--- src/rtl/ptw_pkg.sv ---
`timescale 1ns / 1ps
// ----------------------------------------------------------------------------
// ptw_pkg
// Shared constants, payload types and helpers for the four-level table walker.
// ----------------------------------------------------------------------------
package ptw_pkg;

    // table memory geometry
    localparam int MEM_WORDS     = 4096;
    localparam int MEM_ADDR_W    = $clog2(MEM_WORDS);
    localparam int IDX_W         = 9;
    localparam int TABLE_ENTRIES = 1 << IDX_W;
    localparam int TABLES        = MEM_WORDS / TABLE_ENTRIES;

    localparam int WORD_W        = 64;
    localparam int WORD_INDEX_W  = 12;
    localparam int VA_W          = 48;
    localparam int PA_W          = 52;
    localparam int FRAME_W       = 40;

    // entry layout
    localparam int BIT_PRESENT   = 0;
    localparam int BIT_PAGE_SIZE = 7;
    localparam int PAGE_SHIFT    = 12;
    localparam int MID_SHIFT     = 21;
    localparam int HUGE_SHIFT    = 30;

    // configuration port
    localparam int CFG_ADDR_W    = 4;
    localparam int CFG_DATA_W    = 64;
    localparam int REG_ROOT_FRAME = 0;

    typedef enum logic
    {
        OP_WRITE     = 1'b0,
        OP_TRANSLATE = 1'b1
    } opcode_t;

    typedef enum logic [1:0]
    {
        LVL_PT   = 2'd0,
        LVL_PD   = 2'd1,
        LVL_PDPT = 2'd2,
        LVL_ROOT = 2'd3
    } level_t;

    typedef struct packed
    {
        logic                    opcode;
        logic [WORD_INDEX_W-1:0] word_index;
        logic [WORD_W-1:0]       write_data;
        logic [VA_W-1:0]         virtual_address;
    } cmd_t;

    typedef struct packed
    {
        logic [PA_W-1:0] physical_address;
        logic            mapped;
    } result_t;

    typedef struct packed
    {
        logic                  we;
        logic [MEM_ADDR_W-1:0] waddr;
        logic [WORD_W-1:0]     wdata;
        logic                  re;
        logic [MEM_ADDR_W-1:0] raddr;
    } ram_req_t;

    // 9-bit table index of a virtual address for a given level
    function automatic logic [IDX_W-1:0] va_index(input logic [VA_W-1:0] va,
                                                  input level_t lvl);
        logic [IDX_W-1:0] idx;
        case (lvl)
            LVL_ROOT: idx = va[47:39];
            LVL_PDPT: idx = va[38:30];
            LVL_PD:   idx = va[29:21];
            LVL_PT:   idx = va[20:12];
            default:  idx = va[20:12];
        endcase
        return idx;
    endfunction

    // word address of entry idx in table at frame (frame must be in range)
    function automatic logic [MEM_ADDR_W-1:0] entry_addr(input logic [FRAME_W-1:0] frame,
                                                         input logic [IDX_W-1:0] idx);
        return (MEM_ADDR_W'(frame) << IDX_W) | MEM_ADDR_W'(idx);
    endfunction

    function automatic logic frame_ok(input logic [FRAME_W-1:0] frame);
        return frame < FRAME_W'(TABLES);
    endfunction

endpackage

--- src/rtl/ptw_ctrl.sv ---
`timescale 1ns / 1ps
// ----------------------------------------------------------------------------
// ptw_ctrl
// Sequencer: clears the table memory after reset, stores words and walks the
// table levels from the root down, up to four, one memory read per level.
// ----------------------------------------------------------------------------
module ptw_ctrl
(
    input  logic                          clk,
    input  logic                          rst_n,
    input  logic                          start,
    input  ptw_pkg::cmd_t                 cmd,
    input  logic [ptw_pkg::FRAME_W-1:0]   root_frame,
    output logic                          busy,
    output logic                          done,
    output ptw_pkg::result_t              result,
    output ptw_pkg::ram_req_t             ram_req,
    input  logic [ptw_pkg::WORD_W-1:0]    ram_rdata
);

    typedef enum logic [2:0]
    {
        S_CLEAR = 3'b001,
        S_IDLE  = 3'b010,
        S_WALK  = 3'b100
    } state_t;

    state_t                           state_reg, state_next;
    logic [ptw_pkg::MEM_ADDR_W-1:0]   clr_cnt_reg, clr_cnt_next;
    ptw_pkg::level_t                  level_reg, level_next;
    logic [ptw_pkg::VA_W-1:0]         va_reg, va_next;
    logic                             done_reg, done_next;
    ptw_pkg::result_t                 result_reg, result_next;

    logic                             ent_present;
    logic                             ent_large;
    logic [ptw_pkg::FRAME_W-1:0]      ent_frame;
    ptw_pkg::level_t                  lvl_down;

    assign ent_present = ram_rdata[ptw_pkg::BIT_PRESENT];
    assign ent_large   = ram_rdata[ptw_pkg::BIT_PAGE_SIZE];
    assign ent_frame   = ram_rdata[ptw_pkg::PA_W-1:ptw_pkg::PAGE_SHIFT];

    always_comb
    begin
        case (level_reg)
            ptw_pkg::LVL_ROOT: lvl_down = ptw_pkg::LVL_PDPT;
            ptw_pkg::LVL_PDPT: lvl_down = ptw_pkg::LVL_PD;
            ptw_pkg::LVL_PD:   lvl_down = ptw_pkg::LVL_PT;
            default:           lvl_down = ptw_pkg::LVL_PT;
        endcase
    end

    always_comb
    begin
        state_next   = state_reg;
        clr_cnt_next = clr_cnt_reg;
        level_next   = level_reg;
        va_next      = va_reg;
        done_next    = 1'b0;
        result_next  = result_reg;
        ram_req      = '0;

        case (state_reg)
            S_CLEAR:
            begin
                ram_req.we    = 1'b1;
                ram_req.waddr = clr_cnt_reg;
                clr_cnt_next  = clr_cnt_reg + 1'b1;
                if (clr_cnt_reg == ptw_pkg::MEM_ADDR_W'(ptw_pkg::MEM_WORDS - 1))
                begin
                    state_next = S_IDLE;
                end
            end

            S_IDLE:
            begin
                if (start)
                begin
                    if (cmd.opcode == ptw_pkg::OP_WRITE)
                    begin
                        if (32'(cmd.word_index) < ptw_pkg::MEM_WORDS)
                        begin
                            ram_req.we    = 1'b1;
                            ram_req.waddr = ptw_pkg::MEM_ADDR_W'(cmd.word_index);
                            ram_req.wdata = cmd.write_data;
                        end
                    end
                    else
                    begin
                        va_next = cmd.virtual_address;
                        if (ptw_pkg::frame_ok(root_frame))
                        begin
                            ram_req.re    = 1'b1;
                            ram_req.raddr = ptw_pkg::entry_addr(root_frame,
                                ptw_pkg::va_index(cmd.virtual_address, ptw_pkg::LVL_ROOT));
                            level_next    = ptw_pkg::LVL_ROOT;
                            state_next    = S_WALK;
                        end
                        else
                        begin
                            done_next   = 1'b1;
                            result_next = '0;
                        end
                    end
                end
            end

            S_WALK:
            begin
                if (!ent_present)
                begin
                    done_next   = 1'b1;
                    result_next = '0;
                    state_next  = S_IDLE;
                end
                else if (level_reg == ptw_pkg::LVL_PDPT && ent_large)
                begin
                    done_next   = 1'b1;
                    result_next.mapped = 1'b1;
                    result_next.physical_address =
                        {ram_rdata[ptw_pkg::PA_W-1:ptw_pkg::HUGE_SHIFT],
                         va_reg[ptw_pkg::HUGE_SHIFT-1:0]};
                    state_next  = S_IDLE;
                end
                else if (level_reg == ptw_pkg::LVL_PD && ent_large)
                begin
                    done_next   = 1'b1;
                    result_next.mapped = 1'b1;
                    result_next.physical_address =
                        {ram_rdata[ptw_pkg::PA_W-1:ptw_pkg::MID_SHIFT],
                         va_reg[ptw_pkg::MID_SHIFT-1:0]};
                    state_next  = S_IDLE;
                end
                else if (level_reg == ptw_pkg::LVL_PT)
                begin
                    done_next   = 1'b1;
                    result_next.mapped = 1'b1;
                    result_next.physical_address =
                        {ram_rdata[ptw_pkg::PA_W-1:ptw_pkg::PAGE_SHIFT],
                         va_reg[ptw_pkg::PAGE_SHIFT-1:0]};
                    state_next  = S_IDLE;
                end
                else if (ptw_pkg::frame_ok(ent_frame))
                begin
                    // descend: next table comes from this entry
                    ram_req.re    = 1'b1;
                    ram_req.raddr = ptw_pkg::entry_addr(ent_frame,
                                        ptw_pkg::va_index(va_reg, lvl_down));
                    level_next    = lvl_down;
                end
                else
                begin
                    done_next   = 1'b1;
                    result_next = '0;
                    state_next  = S_IDLE;
                end
            end

            default:
            begin
                state_next = S_IDLE;
            end
        endcase
    end

    always_ff @(posedge clk or negedge rst_n)
    begin
        if (!rst_n)
        begin
            state_reg   <= S_CLEAR;
            clr_cnt_reg <= '0;
            level_reg   <= ptw_pkg::LVL_ROOT;
            done_reg    <= 1'b0;
        end
        else
        begin
            state_reg   <= state_next;
            clr_cnt_reg <= clr_cnt_next;
            level_reg   <= level_next;
            done_reg    <= done_next;
        end
    end

    always_ff @(posedge clk)
    begin
        va_reg     <= va_next;
        result_reg <= result_next;
    end

    assign busy   = (state_reg != S_IDLE);
    assign done   = done_reg;
    assign result = result_reg;

    // ------------------------------------------------------------------------
    a_unmapped_zero: assert property (@(posedge clk) disable iff (!rst_n)
        done_reg && !result_reg.mapped |-> result_reg.physical_address == '0)
        else $error("unmapped result with nonzero address");

    a_no_result_in_clear: assert property (@(posedge clk) disable iff (!rst_n)
        state_reg == S_CLEAR |-> !done_reg)
        else $error("result word during memory clear");

    a_clear_writes_zero: assert property (@(posedge clk) disable iff (!rst_n)
        state_reg == S_CLEAR |-> ram_req.we && ram_req.wdata == '0 && !ram_req.re)
        else $error("clear pass not writing zero");

    a_no_rw_overlap: assert property (@(posedge clk) disable iff (!rst_n)
        !(ram_req.we && ram_req.re))
        else $error("memory read and write in the same cycle");

    a_last_level_ends: assert property (@(posedge clk) disable iff (!rst_n)
        state_reg == S_WALK && level_reg == ptw_pkg::LVL_PT |=> state_reg == S_IDLE && done_reg)
        else $error("walk continued past the last level");

endmodule

--- config.mk ---
export PLATFORM = sky130hd
export DESIGN_NAME = ptw_ctrl
export DESIGN_NICKNAME = d
export VERILOG_FILES = /design/src/rtl/ptw_pkg.sv /design/src/rtl/ptw_ctrl.sv
export SDC_FILE = /design/constraint.sdc
export NUM_CORES = 1
export LEC_CHECK = 0
export BUFFER_PORTS_ARGS = -buffer_cell sky130_fd_sc_hd__buf_2
export CORE_AREA = 2 2 147 149
export CTS_CLUSTER_DIAMETER = 30
export CTS_CLUSTER_SIZE = 16
export DETAILED_ROUTE_END_ITERATION = 6
export DIE_AREA = 0 0 149 151
export GPL_ROUTABILITY_DRIVEN = 0
export PLACE_DENSITY = 0.57
export SLEW_MARGIN = 20
export SYNTH_ARGS = -nofsm -noshare
export SYNTH_HDL_FRONTEND = slang
export SYNTH_SLANG_ARGS = --single-unit
--- constraint.sdc ---
create_clock -name clk -period 4.9 [get_ports clk]
set_clock_uncertainty 0.15 [all_clocks]
set_input_delay 0.245 -clock clk [delete_from_list [all_inputs] [get_ports clk]]
set_output_delay 0.245 -clock clk [all_outputs]
set_load 0.005 [all_outputs]
==> results.tsv, run 1 <==
metric	value	unit
Die ar.	22500	µm²
syn_area_per_cell	11.4	µm²
grt total ovfl	0	
antenna violations before repair	2	
Leak	3.93	nW
drt initial violations	138	
crit path time final	3.59	ns
Startpoint Class	flop	
clk slew on worst S/H paths	0.08	ns
RR Startpoint	level_reg[1]$_DFFE_PN1P_	
via count	4785	
CP max stage delay	0.88	ns
Total Wirelength	18.0	mm
Reg2Reg Setup Slack	1.90	ns
Synth top area share	52.4	%
post-route ant nets	0	
commonest non-fill, non-tap cell in the layout	buf_2	
Post-synth EDFFs	92	
Post-synth ARST share	16.4	%
Hold Path Origin	ram_rdata[34]	
area grow syn2layout	53.1	%
nets	1079	
Synth Cell Area	5270	µm²
max reg flops	53	
outcome	complete, no violations	
yosys warns	0	
wire length per cell	15.9	µm
Synth Flop Type	edfxtp_1	
Worst Hold End	result[35]$_SDFFCE_PN0P_	
Setup CP Type	reg -> out	
Max Fanout on Critical Path	30	
Hold Fails Final Rpt	0	
RSZ-0062 raised after global routing	false	
# resized after CTS	0	
vias in the first global route	4544	
routed vias/inst	4.24	
worst path required time	4.51	ns
Max Fclk	278	MHz
core area	20800	µm²
Pwr per Cell Area	246	nW/µm²
share of cells above drive strength 1	45.7	%
count of state elements after synthesis	110	
CTS tree	yes	
DRT Pass-1 Iters	4	
Max Root-Sink Buffers	2	
Std-Cell Rows	53	
crit-path cells	inv_1 > a21oi_1 > nor2b_1 > nand3_1 > o21ai_0 > buf_2	
final period utilization	73.3	%
Synth area leader	edfxtp_1	
cell family with most CP delay	flip-flops	
largest net degree at the start of global routing	77	
worst IR drop on VDD	0.149	mV
max-cap violation count	0	
Crit. End Element	output port	
CP bufs+invs	2	
DRC	0	
crit path DAT	3.20	ns
port bufs	354	
worst skew pair latency	0.36	ns
worst slew pin tran	0.717	ns
Seq/Total Area, Yosys	61.0	%
Hold Crit Depth	2	
dpl hpwl	13.8	mm
gate count after technology mapping	462	
GRT Total Usage	15.0	%
reg-to-reg endpoint	result[10]$_SDFFCE_PN0P_	
H-tree depth	3	
slowest cell on the critical path	dfstp_2	
Ports	377	
crit path launch	level_reg[1]$_DFFE_PN1P_	
Die X	149	µm
cts bufs inserted	9	
final slew viol count	0	
Hold Crit Class	in -> reg	
TNS Setup	0	ns
Die Height	151	µm
final core utilization	38.8	%
first-pass GRT wire length	25.3	mm
Final setup viols	0	
top cells by area, synth	edfxtp_1 52%, and2_1 12%, dfrtp_1 7.1%	
clk root buf	clkbuf_16	
Mapped Nets	695	
Register-to-Register Path Depth	5	
most frequent cells in the layout	354 x buf_2, 99 x and2_1, 92 x edfxtp_1, 40 x dlygate4sd3_1, 33 x nand2_1	
Worst slew margin	52.2	%
Starting Density	25.3	%
Yosys cell types	41	
clock tree sinks	110	
==> area by class of cell <==
type,instances,area (µm²)
Inverter,10,37.5
Clock inverter,7,76.3
Timing Repair Buffer,400,2230
Clock buffer,9,225
Antenna cell,2,5.00
Tap cell,275,344
Multi-Input combinational cell,315,1940
Fill cell,2079,12800
Sequential cell,110,3220
==> synth_stat cells (all sizes together), types with 9 or more instances <==
master / n
and2: 99
edfxtp: 92
nand2: 33
nor2: 32
a21oi: 25
clkbuf: 18
nor4: 17
dfrtp: 15
nand3: 14
o21ai: 14
a22o: 12
a31oi: 10
inv: 10
buf: 9
mux2i: 9
==> how the worst max path moves through the flow <==
stage | depth (start not counted) | slack [ns] | end
6_report | 6 | 1.31 | ram_req[8]
5_1_grt | 6 | 1.02 | ram_req[8]
4_1_cts | 6 | 1.38 | ram_req[7]
3_5_place_dp | 6 | 1.78 | ram_req[8]
3_3_place_gp | 6 | 1.83 | ram_req[8]
2_1_floorplan | 3 | 0.95 | result[0]$_SDFFCE_PN0P_
==> what timing repair did <==
| action | in CTS | in global routing |
|---|---|---|
| hold buffers | 40 | 0 |
| setup buffers | 0 | 0 |
| hold endpoints to repair | 57 | 0 |
==> through the flow <==
stage	cells	power [mW]	hold WS [ns]	instance area (µm²)	setup slack (ns)
after floorplan	462	1.11	-0.201	5270	0.945
after global placement	1069	1.24	0.0542	7340	1.83
after detailed placement	1069	1.24	0.0580	7340	1.78
after CTS	1125	2.01	0.0153	8050	1.38
after global routing	1128	2.07	0.0268	8070	1.02
final	1128	1.99	0.0305	8070	1.31
==> power by group <==
group | switching, mW | total [mW] | internal (mW)
clock network | 0.377 | 0.740 | 0.363
logic | 0.0906 | 0.212 | 0.122
registers | 0.00641 | 1.04 | 1.03
total | 0.474 | 1.99 | 1.51
==> routing by layer <==
| layer | global-route usage (%) | part of all wire (%) |
|---|---|---|
| met4 | 4.43 | 1.2 |
| met5 | 0 | 0 |
| met3 | 2.77 | 4.8 |
| met2 | 26.3 | 51 |
| met1 | 18.9 | 43 |
==> cells by family (layout without fill, tap and decap cells) <==
logic type	Yosys count	in the layout	share of synthesized area, %
buf+inv	37	426	2.85
mux	11	11	2.14
flops	110	110	61.0
fa+ha+maj	1	1	0.237
simple gates	224	224	23.9
other cells	0	2	0
xor+xnor	11	11	1.83
compound gates	68	68	8.02
==> worst register-to-register path: stages, from the launching register on <==
cell and delay [ns]:
dfstp_2 0.88, inv_1 0.45, a21oi_1 0.31, or2_1 0.39, inv_2 0.31, and2_1 0.28
Power figures use the tool's default switching activity.
==> run 2: changes to the inputs <==
Clock period 4.9 ns to 3.35 ns, I/O delays scaled along.
==> run 2 against run 1 <==
  * Routed wire length up 2.9%
  * Global-route usage grew 0.36 points
  * Hold slack improved by 0.0011 ns
  * Critical path depth is 2 higher
  * Combinational power is 58% higher
  * Non-clock buffer count is 24 higher
  * Sequential power is 45% higher
  * Largest cell class unchanged
  * Highest routed layer unchanged
==> results.tsv, run 2 (synthesis gave the netlist of run 1 again) <==
metric	value	unit	change
Die Height	151	µm	unchanged
crit path launch	ram_rdata[33]		
Reg2Reg Setup Slack	0.83	ns	-1.07 ns
first-pass GRT wire length	26.0	mm	+2.5%
Startpoint Class	input port		
worst skew pair latency	0.35	ns	about the same
dpl hpwl	14.3	mm	+3.3%
vias in the first global route	4642		+2.2%
crit path DAT	3.00	ns	-0.20 ns
commonest non-fill, non-tap cell in the layout	buf_2		
Leak	4.02	nW	+2.3%
routed vias/inst	4.33		+2.0%
H-tree depth	3		unchanged
grt total ovfl	0		unchanged
Worst slew margin	51.5	%	-0.63 points
DRT Pass-1 Iters	5		+1
area grow syn2layout	56.9	%	
post-layout instance area	8270	µm²	+2.5%
Worst Hold End	result[30]$_SDFFCE_PN0P_		
Total Wirelength	18.5	mm	+2.9%
Starting Density	25.3	%	unchanged
worst path required time	3.27	ns	-1.24 ns
crit path time final	3.08	ns	
via count	4983		+4.1%
DP Cell Count	1074		+0.47%
clock power share	36.1	%	-1.1 points
Max Fanout on Critical Path	31		+3.3%
max-cap violation count	0		unchanged
CTS tree	yes		
Setup CP Type	in -> reg		
Hold Crit Depth	3		+1
core area	20800	µm²	unchanged
clock tree sinks	110		unchanged
Net Switching	676	µW	+43%
Max Fclk	325	MHz	
largest net degree at the start of global routing	77		unchanged
Die X	149	µm	unchanged
Post-CTS Setup Repair Bufs	0		unchanged
max reg flops	53		unchanged
worst IR drop on VDD	0.243	mV	+63%
Ports	377		unchanged
final core utilization	39.7	%	+0.97 points
share of cells above drive strength 1	44.8	%	-0.91 points
RSZ-0062 raised after global routing	false		
nets	1103		+2.2%
internal power	2.22	mW	+47%
GRT Total Usage	15.4	%	+0.36 points
outcome	complete, no violations		
clk root buf	clkbuf_16		
port bufs	354		unchanged
reg-to-reg endpoint	result[39]$_SDFFCE_PN0P_		
Hold Crit Class	in -> reg		
Max Root-Sink Buffers	2		unchanged
switching share of power	23.4	%	-0.48 points
Hold Fails Final Rpt	0		unchanged
final period utilization	92.0	%	
Pwr per Cell Area	350	nW/µm²	+42%
TNS Setup	0	ns	unchanged
antenna violations before repair	2		unchanged
Non-Filler Instances	1152		+2.1%
worst slew pin tran	0.726	ns	+0.00830 ns
cts bufs inserted	9		unchanged
Final setup viols	0		unchanged
Hold Path Origin	ram_rdata[29]		
clk slew on worst S/H paths	0.08	ns	about the same
Register-to-Register Path Depth	5		unchanged
final slew viol count	0		unchanged
wire length per cell	16.0	µm	+0.76%
drt initial violations	258		+87%
DRC	0		unchanged
RR Startpoint	state_reg[1]$_DFFE_PN0P_		
most frequent cells in the layout	354 x buf_2, 99 x and2_1, 92 x edfxtp_1, 60 x dlygate4sd3_1, 33 x nand2_1		
logic gate share of total power	11.6	%	+0.9 points
placed cell areas	7380	µm²	+0.51%
Std-Cell Rows	53		unchanged
post-route ant nets	0		unchanged
Die ar.	22500	µm²	unchanged
Crit. End Element	flop		
Flop pwr share	52.3	%	+0.2 points
run 2: worst max path at each step:
stage,to,cells after the start
final,result[39]$_SDFFCE_PN0P_,8
after global routing,result[39]$_SDFFCE_PN0P_,8
after CTS,ram_req[7],8
after detailed placement,result[40]$_SDFFCE_PN0P_,7
after global placement,result[40]$_SDFFCE_PN0P_,7
after floorplan,result[0]$_SDFFCE_PN0P_,3
run 2: metal layers:
metal  wire length, µm  global-route usage, %
met1              7660                   19.8
met2              9260                   25.4
met3              1220                   3.98
met4               344                   4.81
met5                 0                      0
run 2: worst max-delay path, stage by stage:
cell and delay [ns]:
dlygate4sd3_1 0.54, buf_2 0.13, nor4_1 0.54, nand4_1 0.26, nor4_4 0.33, nand4_1 0.28
o2bb2ai_4 0.36, buf_4 0.38
run 2: final cells by class:
cell class	count	area, µm²
fillers	2067	12600
flip-flops and latches	110	3220
repair buffers	424	2450
multi-input cells	315	1940
well taps	275	344
clock buffers	10	229
clock inverters	6	51.3
inverters	10	37.5
diodes	2	5.00
run 2: repair_timing:
item                       4_1_cts  5_1_grt
hold endpoints to repair        77        0
resized for setup                0        1
setup endpoints to repair        0        1
hold buffers                    60        0
run 2: power by group through the flow:
stage	clock, mW	combinational [mW]	sequential, mW
2_1_floorplan	0	0.0868	1.54
3_3_place_gp	0	0.279	1.54
3_5_place_dp	0	0.279	1.54
5_1_grt	1.14	0.369	1.52
4_1_cts	1.09	0.337	1.51
6_report	1.04	0.334	1.51
run 2: metrics by stage:
stage                     power [mW]  hold slack, ns  setup slack, ns
final                           2.89          0.0316            0.269
after global routing            3.03          0.0297           0.0969
after CTS                       2.94          0.0169            0.196
after detailed placement        1.82         -0.0117            0.513
after global placement          1.82         -0.0184            0.544
after floorplan                 1.63          -0.278            0.546
